`src/rtl/core/oaht_pkg.sv`:
```
// ----------------------------------------------------------------------------
// oaht_pkg
// Types and codes shared by the open addressing hash table unit.
// ----------------------------------------------------------------------------
`default_nettype none

package oaht_pkg;

  localparam int unsigned KeyW   = 32;
  localparam int unsigned DataW  = 32;
  localparam int unsigned CfgW   = 11;
  localparam int unsigned SizeW  = 11;
  localparam int unsigned PrbW   = 11;
  localparam int unsigned LiveW  = 10;

  localparam logic [1:0] FUNC_INSERT   = 2'd0;
  localparam logic [1:0] FUNC_DELETE   = 2'd1;
  localparam logic [1:0] FUNC_RETRIEVE = 2'd2;

  localparam logic [1:0] MODE_LINEAR    = 2'd0;
  localparam logic [1:0] MODE_DOUBLE    = 2'd1;
  localparam logic [1:0] MODE_QUADRATIC = 2'd2;

  localparam logic [0:0] REG_PROBE_MODE = 1'd0;
  localparam logic [0:0] REG_TABLE_SIZE = 1'd1;

  localparam logic [2:0] ST_INSERTED  = 3'd0;
  localparam logic [2:0] ST_UPDATED   = 3'd1;
  localparam logic [2:0] ST_FULL      = 3'd2;
  localparam logic [2:0] ST_EXHAUSTED = 3'd3;
  localparam logic [2:0] ST_FOUND     = 3'd4;
  localparam logic [2:0] ST_NOT_FOUND = 3'd5;
  localparam logic [2:0] ST_RESERVED  = 3'd6;

  typedef struct packed {
    logic [1:0]       func;
    logic [KeyW-1:0]  key;
    logic [DataW-1:0] data_in;
  } req_t;

  typedef struct packed {
    logic [2:0]       status;
    logic [DataW-1:0] data_out;
    logic [PrbW-1:0]  probes;
    logic [LiveW-1:0] stored_keys;
    logic [10:0]      deleted_slots;
  } rsp_t;

  // Controller -> datapath commands.
  typedef struct packed {
    logic load;       // capture request, start divider
    logic div_step;   // one restoring divide step
    logic div_fix;    // divide step of second pass: remainder of quotient
    logic probe_init; // set home slot and step
    logic rd;         // issue key/data read at current slot
    logic eval;       // evaluate returned slot key
    logic advance;    // move to next probe slot
    logic commit;     // apply write and counters, build result
    logic reserved;   // build reserved-key result
  } cmd_t;

  // Datapath -> controller status.
  typedef struct packed {
    logic key_rsv;
    logic div_done;
    logic stop;       // hit, empty or count reached
  } sts_t;

endpackage

`default_nettype wire

```
`src/rtl/core/oaht_ctrl.sv`:
```
// ----------------------------------------------------------------------------
// oaht_ctrl
// Sequencer: clear sweep, division, probe loop, commit and result hold.
// ----------------------------------------------------------------------------
`default_nettype none

module oaht_ctrl (
  input  logic           clk_i,
  input  logic           rst_ni,
  input  logic           in_valid_i,
  output logic           in_stall_o,
  output logic           out_valid_o,
  input  logic           out_stall_i,
  input  logic           clr_done_i,
  output logic           clr_busy_o,
  output oaht_pkg::cmd_t cmd_o,
  input  oaht_pkg::sts_t sts_i
);
  import oaht_pkg::*;

  localparam logic [2:0] S_CLEAR = 3'd0;
  localparam logic [2:0] S_IDLE  = 3'd1;
  localparam logic [2:0] S_DIV   = 3'd2;
  localparam logic [2:0] S_FIX   = 3'd3;
  localparam logic [2:0] S_READ  = 3'd4;
  localparam logic [2:0] S_EVAL  = 3'd5;
  localparam logic [2:0] S_OUT   = 3'd6;

  logic [2:0] state_q, state_d;
  logic       acc;

  assign clr_busy_o  = (state_q == S_CLEAR);
  assign in_stall_o  = !((state_q == S_IDLE) ||
                         ((state_q == S_OUT) && !out_stall_i));
  assign out_valid_o = (state_q == S_OUT);
  assign acc         = in_valid_i && !in_stall_o;

  always_comb begin
    state_d = state_q;
    cmd_o   = '0;
    unique case (state_q)
      S_CLEAR: begin
        if (clr_done_i) state_d = S_IDLE;
      end
      S_IDLE, S_OUT: begin
        if (state_q == S_OUT && !out_stall_i) state_d = S_IDLE;
        if (acc) begin
          cmd_o.load = 1'b1;
          state_d    = S_DIV;
        end
      end
      S_DIV: begin
        if (sts_i.key_rsv) begin
          cmd_o.reserved = 1'b1;
          state_d        = S_OUT;
        end else begin
          cmd_o.div_step = 1'b1;
          if (sts_i.div_done) state_d = S_FIX;
        end
      end
      S_FIX: begin
        cmd_o.div_fix = 1'b1;
        if (sts_i.div_done) begin
          cmd_o.probe_init = 1'b1;
          state_d          = S_READ;
        end
      end
      S_READ: begin
        cmd_o.rd = 1'b1;
        state_d  = S_EVAL;
      end
      S_EVAL: begin
        cmd_o.eval = 1'b1;
        if (sts_i.stop) begin
          cmd_o.commit = 1'b1;
          state_d      = S_OUT;
        end else begin
          cmd_o.advance = 1'b1;
          state_d       = S_READ;
        end
      end
      default: state_d = S_IDLE;
    endcase
  end

  always_ff @(posedge clk_i or negedge rst_ni) begin
    if (!rst_ni) begin
      state_q <= S_CLEAR;
    end else begin
      state_q <= state_d;
    end
  end

endmodule

`default_nettype wire

```
`config.mk`:
```
export PLATFORM = sky130hd
export DESIGN_NAME = oaht_ctrl
export DESIGN_NICKNAME = d
export VERILOG_FILES = /design/src/rtl/core/oaht_pkg.sv /design/src/rtl/core/oaht_ctrl.sv
export SDC_FILE = /design/constraint.sdc
export NUM_CORES = 1
export LEC_CHECK = 0
export BUFFER_PORTS_ARGS = -buffer_cell sky130_fd_sc_hd__buf_2
export CAP_MARGIN = 10
export CORE_AREA = 4 4 41 43
export DETAILED_ROUTE_END_ITERATION = 12
export DIE_AREA = 0 0 45 47
export PLACE_DENSITY = 0.64
export SYNTH_ARGS = -nofsm -noshare
export SYNTH_HDL_FRONTEND = slang
export SYNTH_SLANG_ARGS = --single-unit
```
`constraint.sdc`:
```
create_clock -name clk_i -period 2.65 [get_ports clk_i]
set_input_delay 0.795 -clock clk_i [delete_from_list [all_inputs] [get_ports clk_i]]
set_output_delay 0.795 -clock clk_i [all_outputs]
set_load 0.05 [all_outputs]
```
==> summary.md, run 1 <==
| Metric | Value |
|---|---|
| Average cell area after synthesis | `roughly 7.6 um^2` |
| PwrDens | `1080 mW/mm^2` |
| Total nets after synthesis | `60` |
| Flop-to-flop setup slack | `about 0.92 ns` |
| Post-synth EDFFs | `0` |
| Wire length of the first global-routing pass | `between 1.5 and 2 mm` |
| Share of final-layout standard cells stronger than drive strength 1 | `45.1%` |
| Cell count after synthesis | `just over 50` |
| Transition at the pin with the smallest max-transition slack | `between 0.4 and 0.5 ns` |
| CP Launch Type | `register` |
| Post-detail-place hpwl | `~790 um` |
| Post-route minimum period | `2.45 ns` |
| Destination of the worst register-to-register timing path | `state_q[0]` |
| Post-CTS repair timing setup buffer count | `0` |
| Area of the die | `roughly 0.0021 mm^2` |
| Top-Level Pins | `20` |
| Proportion of register bits with asynchronous set or reset after synthesis | `100%` |
| Number of iterations in the first detailed-routing pass | `4` |
| Synth unique cells | `28` |
| Area of the core region | `about 0.0013 mm^2` |
| Worst Path Arrival | `1.66 ns` |
| Clk_skew | `0.00535 ns` |
| Required time at the endpoint of the critical path | `1.86 ns` |
| Initial antenna violation count | `0` |
| All-layer global routing usage | `roughly 11%` |
| Number of violations reported at the end of detailed-routing iteration 0 | `4` |
| Count of final max-slew check failures | `0` |
| Launching point of the worst reg2reg path | `state_q[1]` |
| Leakage power total | `about 0.27 nW` |
| Average vias per placed instance | `around 5` |
| RSZ-0062 raised after global routing | `no` |
| Share of synthesized area occupied by flip-flops and latches | `roughly 19%` |
| Largest registers ranked by flip-flop count | `state_q (3)` |
| Cell type contributing the most total cell area after synthesis | `dfrtp_1` |
| Largest voltage drop on the vdd net | `around 0.67 mV` |
| Largest Register | `state_q` |
| Floorplan die width | `45 um` |
| Reg clk slew, reported paths | `around 0.040 ns` |
| Class of the tightest hold or removal check | `in2async` |
| Number of endpoints with negative hold slack in the final report | `0` |
| Routability congestion estimate | `slightly below 0.8` |
| Main flop type after synthesis | `dfrtp_1` |
| Via total after detailed routing | `~440` |
| Register bit count reported by yosys | `3` |
| Skew-Pair Late Insertion Delay | `0.24 ns` |
| Hold bufs inserted after CTS | `0` |
| Total of cells resized after clock tree synthesis | `0` |
| Starting density of the core | `between 20% and 30%` |
| CTS HTree Levels | `1` |
| Post-route cell area | `around 530 um^2` |
| Total cell area at the placement stage | `about 500 um^2` |
| Number of nets at the end of the flow | `81` |
| ANT nets after route | `0` |
| CTS Root Buffer Type | `clkbuf_4` |
| Final period util | `roughly 93%` |
| Filler cell count in the final layout | `146` |
| Routed Wire Length | `a little over 1 mm` |
| Maximum net fanout on the critical path | `15` |
| TritonCTS clock tree | `built` |
| Height of the die | `around 47 um` |
| Fmax | `0.408 GHz` |
| Number of rows created at floorplan | `13` |
| Crit path capture type | `output port` |
| Count of cells along the worst register-to-register path | `6` |
| Result of the run | `complete, no violations` |
| Critical path class | `reg2out` |
| Number of setup violations in the final report | `0` |
| CTS Buffer Depth | `2` |
| Vias in the first global route | `396` |
| # clock sinks | `3` |
| Register area | `75.1 um^2` |
| Average wire per cell in the routed design | `about 12 um` |
| Number of flip-flops under the largest register name | `3` |
| Number of input and output port buffers inserted | `19` |
| TritonCTS Buffers | `3` |
| PnR Total Power | `about 0.57 mW` |
| Ys Warns | `0` |
| Post-synth design cell area | `about 390 um^2` |
| Area growth from synthesis to final layout | `36.4%` |
| Count of antenna diodes in the layout | `0` |
| Synth area leaders | `dfrtp_1, or4_4, nor3_1` |
| Fraction of synthesized cell area taken by the top area cell type | `19.5%` |
| Final Core Density | `40.4%` |
| Post-detailed-route DRC marker count | `0` |
| Congestion Overflow GR | `0` |
| Pin count of the biggest net entering global routing | `16` |
| Maxcap violations | `0` |
| Slew Limit Headroom | `71.6%` |
| Area of the multi-input gates | `295 um^2` |
==> report_power, final <==
group          internal (mW)  total (mW)  switching (mW)
clock                 0.0566      0.0832          0.0266
sequential            0.0608       0.114          0.0530
combinational          0.127       0.371           0.244
total                  0.245       0.568           0.323
==> layer usage <==
metal	global-route usage (%)	share of wire, %	vias up
met1	14.0	43	195
met5	0	0	-
met3	1.53	6.6	3
met4	7.02	2.1	0
li1	-	-	227
met2	17.8	48	14
==> worst max-delay path by stage <==
stage / start / to / slack (ns) / depth (start not counted)
final: state_q[0] / cmd_o[8] / 0.20 / 4
after CTS: state_q[2] / cmd_o[8] / 0.20 / 4
after global placement: out_stall_i / cmd_o[8] / 0.42 / 4
after global routing: state_q[2] / cmd_o[8] / 0.07 / 5
after floorplan: state_q[0] / cmd_o[1] / -0.008 / 4
after detailed placement: out_stall_i / cmd_o[8] / 0.39 / 4
==> kinds of logic (layout without fill, tap and decap cells) <==
| kind of cell | count (synthesis) | in the layout | synth area share [%] |
|---|---|---|---|
| multiplexers | 1 | 1 | 2.92 |
| flip-flops | 3 | 3 | 19.5 |
| AO/OA/AOI/OAI | 11 | 11 | 22.1 |
| AND/OR/NAND/NOR | 27 | 27 | 41.2 |
| adder cells (fa/ha/maj) | 2 | 2 | 5.84 |
| buffers and inverters | 7 | 27 | 8.44 |
==> cell usage after synthesis, types with 2 or more instances <==
cell,count
nor2_1,4
and3_1,3
o2bb2ai_1,2
and2_1,3
inv_2,3
a21oi_1,2
nand2_1,4
buf_2,2
dfrtp_1,3
or4_4,2
nor2b_1,2
nor3_1,4
nand3b_1,2
==> layout make-up <==
type                    count  share of cell area, %
flip-flops and latches      3                   14.3
well taps                  15                   3.57
repair buffers             19                   18.1
multi-input cells          41                   56.2
inverters                   4                   2.86
clock buffers               4                   5.00
==> layout by cell type, fill, tap and decap left out, drive strengths merged, types with 2 or more instances in the layout <==
master   count
o2bb2ai      2
nand3b       2
and2         3
o211ai       2
nor3         4
dfrtp        3
and3         3
buf         19
nor2         4
or4          2
nand2        4
nor2b        2
a21oi        2
clkbuf       4
inv          4
==> worst max-delay path, cell delays in order (launching register included) <==
cell and delay, ns:
dfrtp_1 0.52, nand3b_1 0.30, o21a_1 0.23, nor2b_2 0.10
buf_2 0.26
==> metrics by stage <==
stage          std cells   TNS, ns  setup WS, ns  hold slack [ns]
2_1_floorplan         51  -0.00815      -0.00815            0.499
3_3_place_gp          82         0         0.415            0.590
3_5_place_dp          82         0         0.389            0.595
4_1_cts               86         0         0.198            0.339
5_1_grt               86         0        0.0686            0.342
6_report              86         0         0.197            0.342
Note: power is estimated with default switching activity, not from simulation.
==> run 2, diff against run 1 <==
==> constraint.sdc (replaced) <==
create_clock -name clk_i -period 2.4 [get_ports clk_i]
set_input_delay 0.72 -clock clk_i [delete_from_list [all_inputs] [get_ports clk_i]]
set_output_delay 0.72 -clock clk_i [all_outputs]
set_load 0.05 [all_outputs]
==> run 2 against run 1 <==
- clock skew up 0.00089 ns
- cell area grew 3.6%
- flip-flop and latch count unchanged
- via count increased by 0.91%
- sequential share of layout area shrank 0.26 points
- sequential power hardly changed
- combinational power rose by 21%
- critical path depth did not move
- critical path type unchanged
- register-to-register slack worse by 0.34 ns
- power grew 15%
- worst hold slack lost 0.071 ns
- count of clock-buffer cells in the layout did not move
==> summary.md, run 2 (synthesis results as in run 1) <==
| Metric | Value |
|---|---|
| Fmax | `about 0.44 GHz` |
| Floorplan die width | `about 45 um` |
| TritonCTS Buffers | `3` |
| Routability congestion estimate | `0.796` |
| Initial antenna violation count | `0` |
| Area of the die | `roughly 0.0021 mm^2` |
| CP Launch Type | `register` |
| TritonCTS clock tree | `built` |
| Post-detailed-route DRC marker count | `0` |
| Maximum net fanout on the critical path | `11` |
| Class of the tightest hold or removal check | `in2async` |
| Sw Share | `55.9%` |
| Clk_skew | `~0.0062 ns` |
| Number of input and output port buffers inserted | `19` |
| First element of the critical path | `state_q[0]` |
| Buffering stage count on the worst path with inverters included | `2` |
| # clock sinks | `3` |
| Commonest non-fill, non-tap cells in the layout | `buf_2, nand2_1` |
| Reg clk slew, reported paths | `about 0.040 ns` |
| Congestion Overflow GR | `0` |
| Wire length of the first global-routing pass | `between 1.5 and 2 mm` |
| CTS HTree Levels | `1` |
| ANT nets after route | `0` |
| Required time at the endpoint of the critical path | `approximately 1.7 ns` |
| Leakage power total | `about 0.28 nW` |
| Total number of cells along the worst setup path | `4` |
| Post-layout worst setup margin | `0.117 ns` |
| Pin count of the biggest net entering global routing | `13` |
| PwrDens | `between 1000 and 1500 mW/mm^2` |
| Share of final-layout standard cells stronger than drive strength 1 | `around half` |
| Area of the core region | `0.00130 mm^2` |
| Series of cell instances along the critical path | `buf_4, nand2b_1, nor3b_2, buf_2` |
| Post-detail-place hpwl | `881 um` |
| Vias in the first global route | `~420` |
| Count of cells along the worst register-to-register path | `7` |
| CTS Root Buffer Type | `clkbuf_4` |
| Kind of cell adding the most delay to the critical path | `flip-flops` |
| Result of the run | `complete, no violations` |
| Top-Level Pins | `20` |
| Slowest cell on crit path | `dfrtp_1` |
| Number of violations reported at the end of detailed-routing iteration 0 | `5` |
| Area growth from synthesis to final layout | `41.2%` |
| Flop pwr share | `between 15 and 20%` |
| Post-route minimum period | `roughly 2.3 ns` |
| Height of the die | `47 um` |
| Count of antenna diodes in the layout | `0` |
| Skew-Pair Late Insertion Delay | `0.24 ns` |
| Starting density of the core | `between 20% and 30%` |
| Pre-CTS worst setup slack | `around 0.30 ns` |
| Largest Register | `state_q` |
| Clock share of power | `roughly 14%` |
| Critical path class | `reg2out` |
| Transition at the pin with the smallest max-transition slack | `roughly 0.33 ns` |
| Number of flip-flops under the largest register name | `3` |
| Number of rows created at floorplan | `13` |
| Number of setup violations in the final report | `0` |
| Flop-to-flop setup slack | `roughly 0.58 ns` |
| Critical Path End | `cmd_o[0]` |
| Destination of the worst register-to-register timing path | `state_q[0]` |
| Average vias per placed instance | `slightly above 5` |
| Number of endpoints with negative hold slack in the final report | `0` |
| Average wire per cell in the routed design | `~12 um` |
| Combinational cell fraction of total power | `a little under 70%` |
| Slew Limit Headroom | `~78%` |
| Crit path capture type | `output port` |
| Number of nets at the end of the flow | `83` |
| RSZ-0062 raised after global routing | `no` |
| Worst Path Arrival | `~1.6 ns` |
| Via total after detailed routing | `between 400 and 500` |
| Internal power | `0.287 mW` |
| Number of iterations in the first detailed-routing pass | `4` |
| Maxcap violations | `0` |
| Reported net switching power | `about 0.36 mW` |
| Count of final max-slew check failures | `0` |
| Highest cell delay on the worst timing path | `about 0.49 ns` |
| Final period util | `between 90% and 100%` |
| Routed Wire Length | `1.09 mm` |
| All-layer global routing usage | `12.2%` |
| Most common library cell in the layout ignoring fill and taps | `buf_2` |
| Launching point of the worst reg2reg path | `state_q[1]` |
| Fin Setup TNS | `0 ns` |
| Largest voltage drop on the vdd net | `0.612 mV` |
| Largest registers ranked by flip-flop count | `state_q (3)` |
| CTS Buffer Depth | `2` |
## run 2: timing repair
item	4_1_cts	5_1_grt
endpoints found under the setup margin	0	1
setup buffers	0	0
gates resized for setup	0	1
hold buffers	0	0
## run 2: worst reg2reg max path, stage by stage (launching register included)
cell     delay [ns]
dfrtp_1        0.46
buf_4          0.20
inv_2          0.06
ha_1           0.31
inv_1          0.08
maj3_1         0.32
a21oi_1        0.17
o32a_1         0.16
## run 2: worst min-delay path by stage
stage,startpoint,depth (start not counted),slack [ns],endpoint
4_1_cts,rst_ni,1,0.27,state_q[2]
5_1_grt,rst_ni,1,0.28,state_q[1]
2_1_floorplan,rst_ni,0,0.42,state_q[0]
6_report,rst_ni,1,0.27,state_q[2]
3_3_place_gp,rst_ni,1,0.52,state_q[1]
3_5_place_dp,rst_ni,1,0.52,state_q[0]
## run 2: area by class of cell
cell class,count,area (um^2)
flip-flops and latches,3,76.3
inverters,4,15.0
multi-input cells,41,298
well taps,15,18.8
fillers,142,757
clock buffers,4,26.3
repair buffers,21,110
## run 2: power groups by stage
stage,clock [mW],sequential [mW],combinational (mW)
floorplan,0,0.0819,0.382
global placement,0,0.112,0.446
detailed placement,0,0.114,0.446
CTS,0.0931,0.113,0.448
global route,0.0919,0.118,0.483
finish,0.0905,0.114,0.448
## run 2: through the flow
stage | hold WS (ns) | power, mW | instance area [um^2] | utilization (%) | cells
floorplan | 0.424 | 0.464 | 405 | - | 51
global placement | 0.516 | 0.558 | 517 | 39.7 | 84
detailed placement | 0.522 | 0.560 | 517 | 39.7 | 84
CTS | 0.268 | 0.654 | 543 | 41.7 | 88
global route | 0.280 | 0.693 | 544 | 41.8 | 88
finish | 0.271 | 0.652 | 544 | 41.8 | 88
## run 2: layer usage
metal	GRT usage (%)	vias up	share of wire (%)
met4	10.5	0	4.0
met2	21.2	12	50
li1	-	231	-
met3	1.15	4	3.8
met1	13.2	196	42
met5	0	-	0
==> run 3, diff against run 2 <==
--- a/config.mk
+++ b/config.mk
@@ -6,11 +6,13 @@
 export NUM_CORES = 1
 export LEC_CHECK = 0
 export BUFFER_PORTS_ARGS = -buffer_cell sky130_fd_sc_hd__buf_2
-export CAP_MARGIN = 10
-export CORE_AREA = 4 4 41 43
+export CELL_PAD_IN_SITES_DETAIL_PLACEMENT = 1
+export CELL_PAD_IN_SITES_GLOBAL_PLACEMENT = 1
+export CORE_MARGIN = 4
+export CORE_UTILIZATION = 28
 export DETAILED_ROUTE_END_ITERATION = 12
-export DIE_AREA = 0 0 45 47
-export PLACE_DENSITY = 0.64
+export HOLD_SLACK_MARGIN = 0.02
+export PLACE_DENSITY = 0.82
 export SYNTH_ARGS = -nofsm -noshare
 export SYNTH_HDL_FRONTEND = slang
 export SYNTH_SLANG_ARGS = --single-unit
==> run 3 against run 2 <==
- first-iteration DRC count is 80% lower
- combinational power is 3% higher
- sequential share of layout area is 0.19 points lower
- critical path depth is 1 higher
- critical path type unchanged
==> summary.md, run 3 (synthesis results as in run 1) <==
| Metric | Value |
|---|---|
| Result of the run | `complete, no violations` |
| Number of nets at the end of the flow | `84` |
| Number of input and output port buffers inserted | `19` |
| CTS Buffer Depth | `2` |
| Wire length of the first global-routing pass | `between 1.5 and 2 mm` |
| Starting density of the core | `between 20% and 30%` |
| Launching point of the worst reg2reg path | `state_q[1]` |
| TritonCTS Buffers | `3` |
| Flop-to-flop setup slack | `about 0.57 ns` |
| Vias in the first global route | `about 440` |
| Area of the core region | `around 0.0013 mm^2` |
| ANT nets after route | `0` |
| Pin count of the biggest net entering global routing | `10` |
| Class of the tightest hold or removal check | `in2async` |
| Worst Path Arrival | `approximately 1.6 ns` |
| # clock sinks | `3` |
| Post-route minimum period | `approximately 2.3 ns` |
| Sw Share | `a little under three fifths` |
| Reported net switching power | `between 0.3 and 0.4 mW` |
| Number of endpoints with negative hold slack in the final report | `0` |
| Largest registers ranked by flip-flop count | `state_q (3)` |
| Share of final-layout standard cells stronger than drive strength 1 | `~50%` |
| Critical path class | `reg2out` |
| Fin Setup TNS | `0 ns` |
| Leakage power total | `~0.28 nW` |
| Average vias per placed instance | `5.26` |
| First element of the critical path | `state_q[1]` |
| Count of antenna diodes in the layout | `0` |
| Largest voltage drop on the vdd net | `0.423 mV` |
| Final Core Density | `a little over two fifths` |
| CTS HTree Levels | `1` |
| Post-CTS repair timing setup buffer count | `0` |
| Number of iterations in the first detailed-routing pass | `3` |
| TritonCTS clock tree | `built` |
| Destination of the worst register-to-register timing path | `state_q[0]` |
| Post-detailed-route DRC marker count | `0` |
| Average wire per cell in the routed design | `12.7 um` |
| Skew-Pair Late Insertion Delay | `0.23 ns` |
| RSZ-0062 raised after global routing | `no` |
| Number of rows created at floorplan | `13` |
| Transition at the pin with the smallest max-transition slack | `a little over 0.3 ns` |
| Routed Wire Length | `around 1.1 mm` |
| Height of the die | `about 45 um` |
| All-layer global routing usage | `roughly an eighth` |
| Maximum net fanout on the critical path | `8` |
| Routability congestion estimate | `0.755` |
| Floorplan die width | `about 45 um` |
| Number of setup violations in the final report | `0` |
| CTS Root Buffer Type | `clkbuf_4` |
| CP Launch Type | `register` |
| Area of the die | `0.00203 mm^2` |
| Slew Limit Headroom | `between 70% and 80%` |
| Internal power | `0.291 mW` |
| Combinational cell fraction of total power | `around 70%` |
| Most common library cell in the layout ignoring fill and taps | `buf_2` |
| Via total after detailed routing | `between 400 and 500` |
| Final period util | `a little over nine tenths` |
| Reg clk slew, reported paths | `approximately 0.04 ns` |
| Required time at the endpoint of the critical path | `~1.7 ns` |
| Count of final max-slew check failures | `0` |
| Flop pwr share | `approximately 16%` |
| Number of flip-flops under the largest register name | `3` |
| PwrDens | `about 1200 mW/mm^2` |
| Clock share of power | `a little over an eighth` |
| Area growth from synthesis to final layout | `43.2%` |
| Initial antenna violation count | `0` |
| Crit path capture type | `output port` |
| Commonest non-fill, non-tap cells in the layout | `buf_2, nand2_1` |
| Largest Register | `state_q` |
| Post-detail-place hpwl | `965 um` |
| Top-Level Pins | `20` |
| Clk_skew | `~0.0021 ns` |
| Maxcap violations | `0` |
| Fmax | `approximately 0.44 GHz` |
| Congestion Overflow GR | `0` |
| Count of cells along the worst register-to-register path | `7` |
| Number of violations reported at the end of detailed-routing iteration 0 | `1` |
[run 3: worst max path at each step]
stage / to / slack (ns) / cells after the start
2_1_floorplan: clr_busy_o / 0.03 / 2
3_3_place_gp: cmd_o[8] / 0.31 / 4
3_5_place_dp: cmd_o[8] / 0.30 / 4
4_1_cts: cmd_o[1] / 0.11 / 5
5_1_grt: cmd_o[8] / 0.008 / 5
6_report: cmd_o[8] / 0.13 / 5
[run 3: per-layer routing]
metal	track usage, %	wire, um
met1	16.9	506
met2	20.9	567
met3	3.98	46
met4	5.26	12
met5	0	0
[run 3: power groups by stage]
stage | combinational (mW) | clock [mW] | sequential [mW]
6_report | 0.460 | 0.0899 | 0.106
5_1_grt | 0.496 | 0.0993 | 0.112
4_1_cts | 0.464 | 0.0950 | 0.104
3_5_place_dp | 0.461 | 0 | 0.105
3_3_place_gp | 0.455 | 0 | 0.106
2_1_floorplan | 0.382 | 0 | 0.0819
[run 3: worst max-delay path, cell delays in order (launching register included)]
cell	delay (ns)
dfrtp_1	0.48
nor2_1	0.21
nand2_1	0.13
o21a_1	0.15
nor2b_2	0.10
buf_2	0.26
[run 3: cell type report]
cell class | instances | area, um^2
Multi-Input combinational cell | 41 | 298
Inverter | 4 | 15.0
Timing Repair Buffer | 22 | 118
Sequential cell | 3 | 76.3
Clock buffer | 4 | 26.3
Fill cell | 175 | 749
Tap cell | 15 | 18.8
[run 3: stage by stage]
| step | setup slack [ns] | hold WS [ns] | power, mW | instances | instance area, um^2 |
|---|---|---|---|---|---|
| 6_report | 0.133 | 0.269 | 0.656 | 89 | 552 |
| 5_1_grt | 0.00762 | 0.261 | 0.707 | 89 | 552 |
| 4_1_cts | 0.105 | 0.261 | 0.663 | 89 | 551 |
| 3_5_place_dp | 0.295 | 0.518 | 0.567 | 85 | 524 |
| 3_3_place_gp | 0.315 | 0.514 | 0.561 | 85 | 524 |
| 2_1_floorplan | 0.0264 | 0.424 | 0.464 | 51 | 405 |
[run 3: what timing repair did]
item / 4_1_cts / 5_1_grt
hold endpoints to repair: 0 / 0
hold buffers: 0 / 0
endpoints found under the setup margin: 0 / 1
resized for setup: 0 / 1
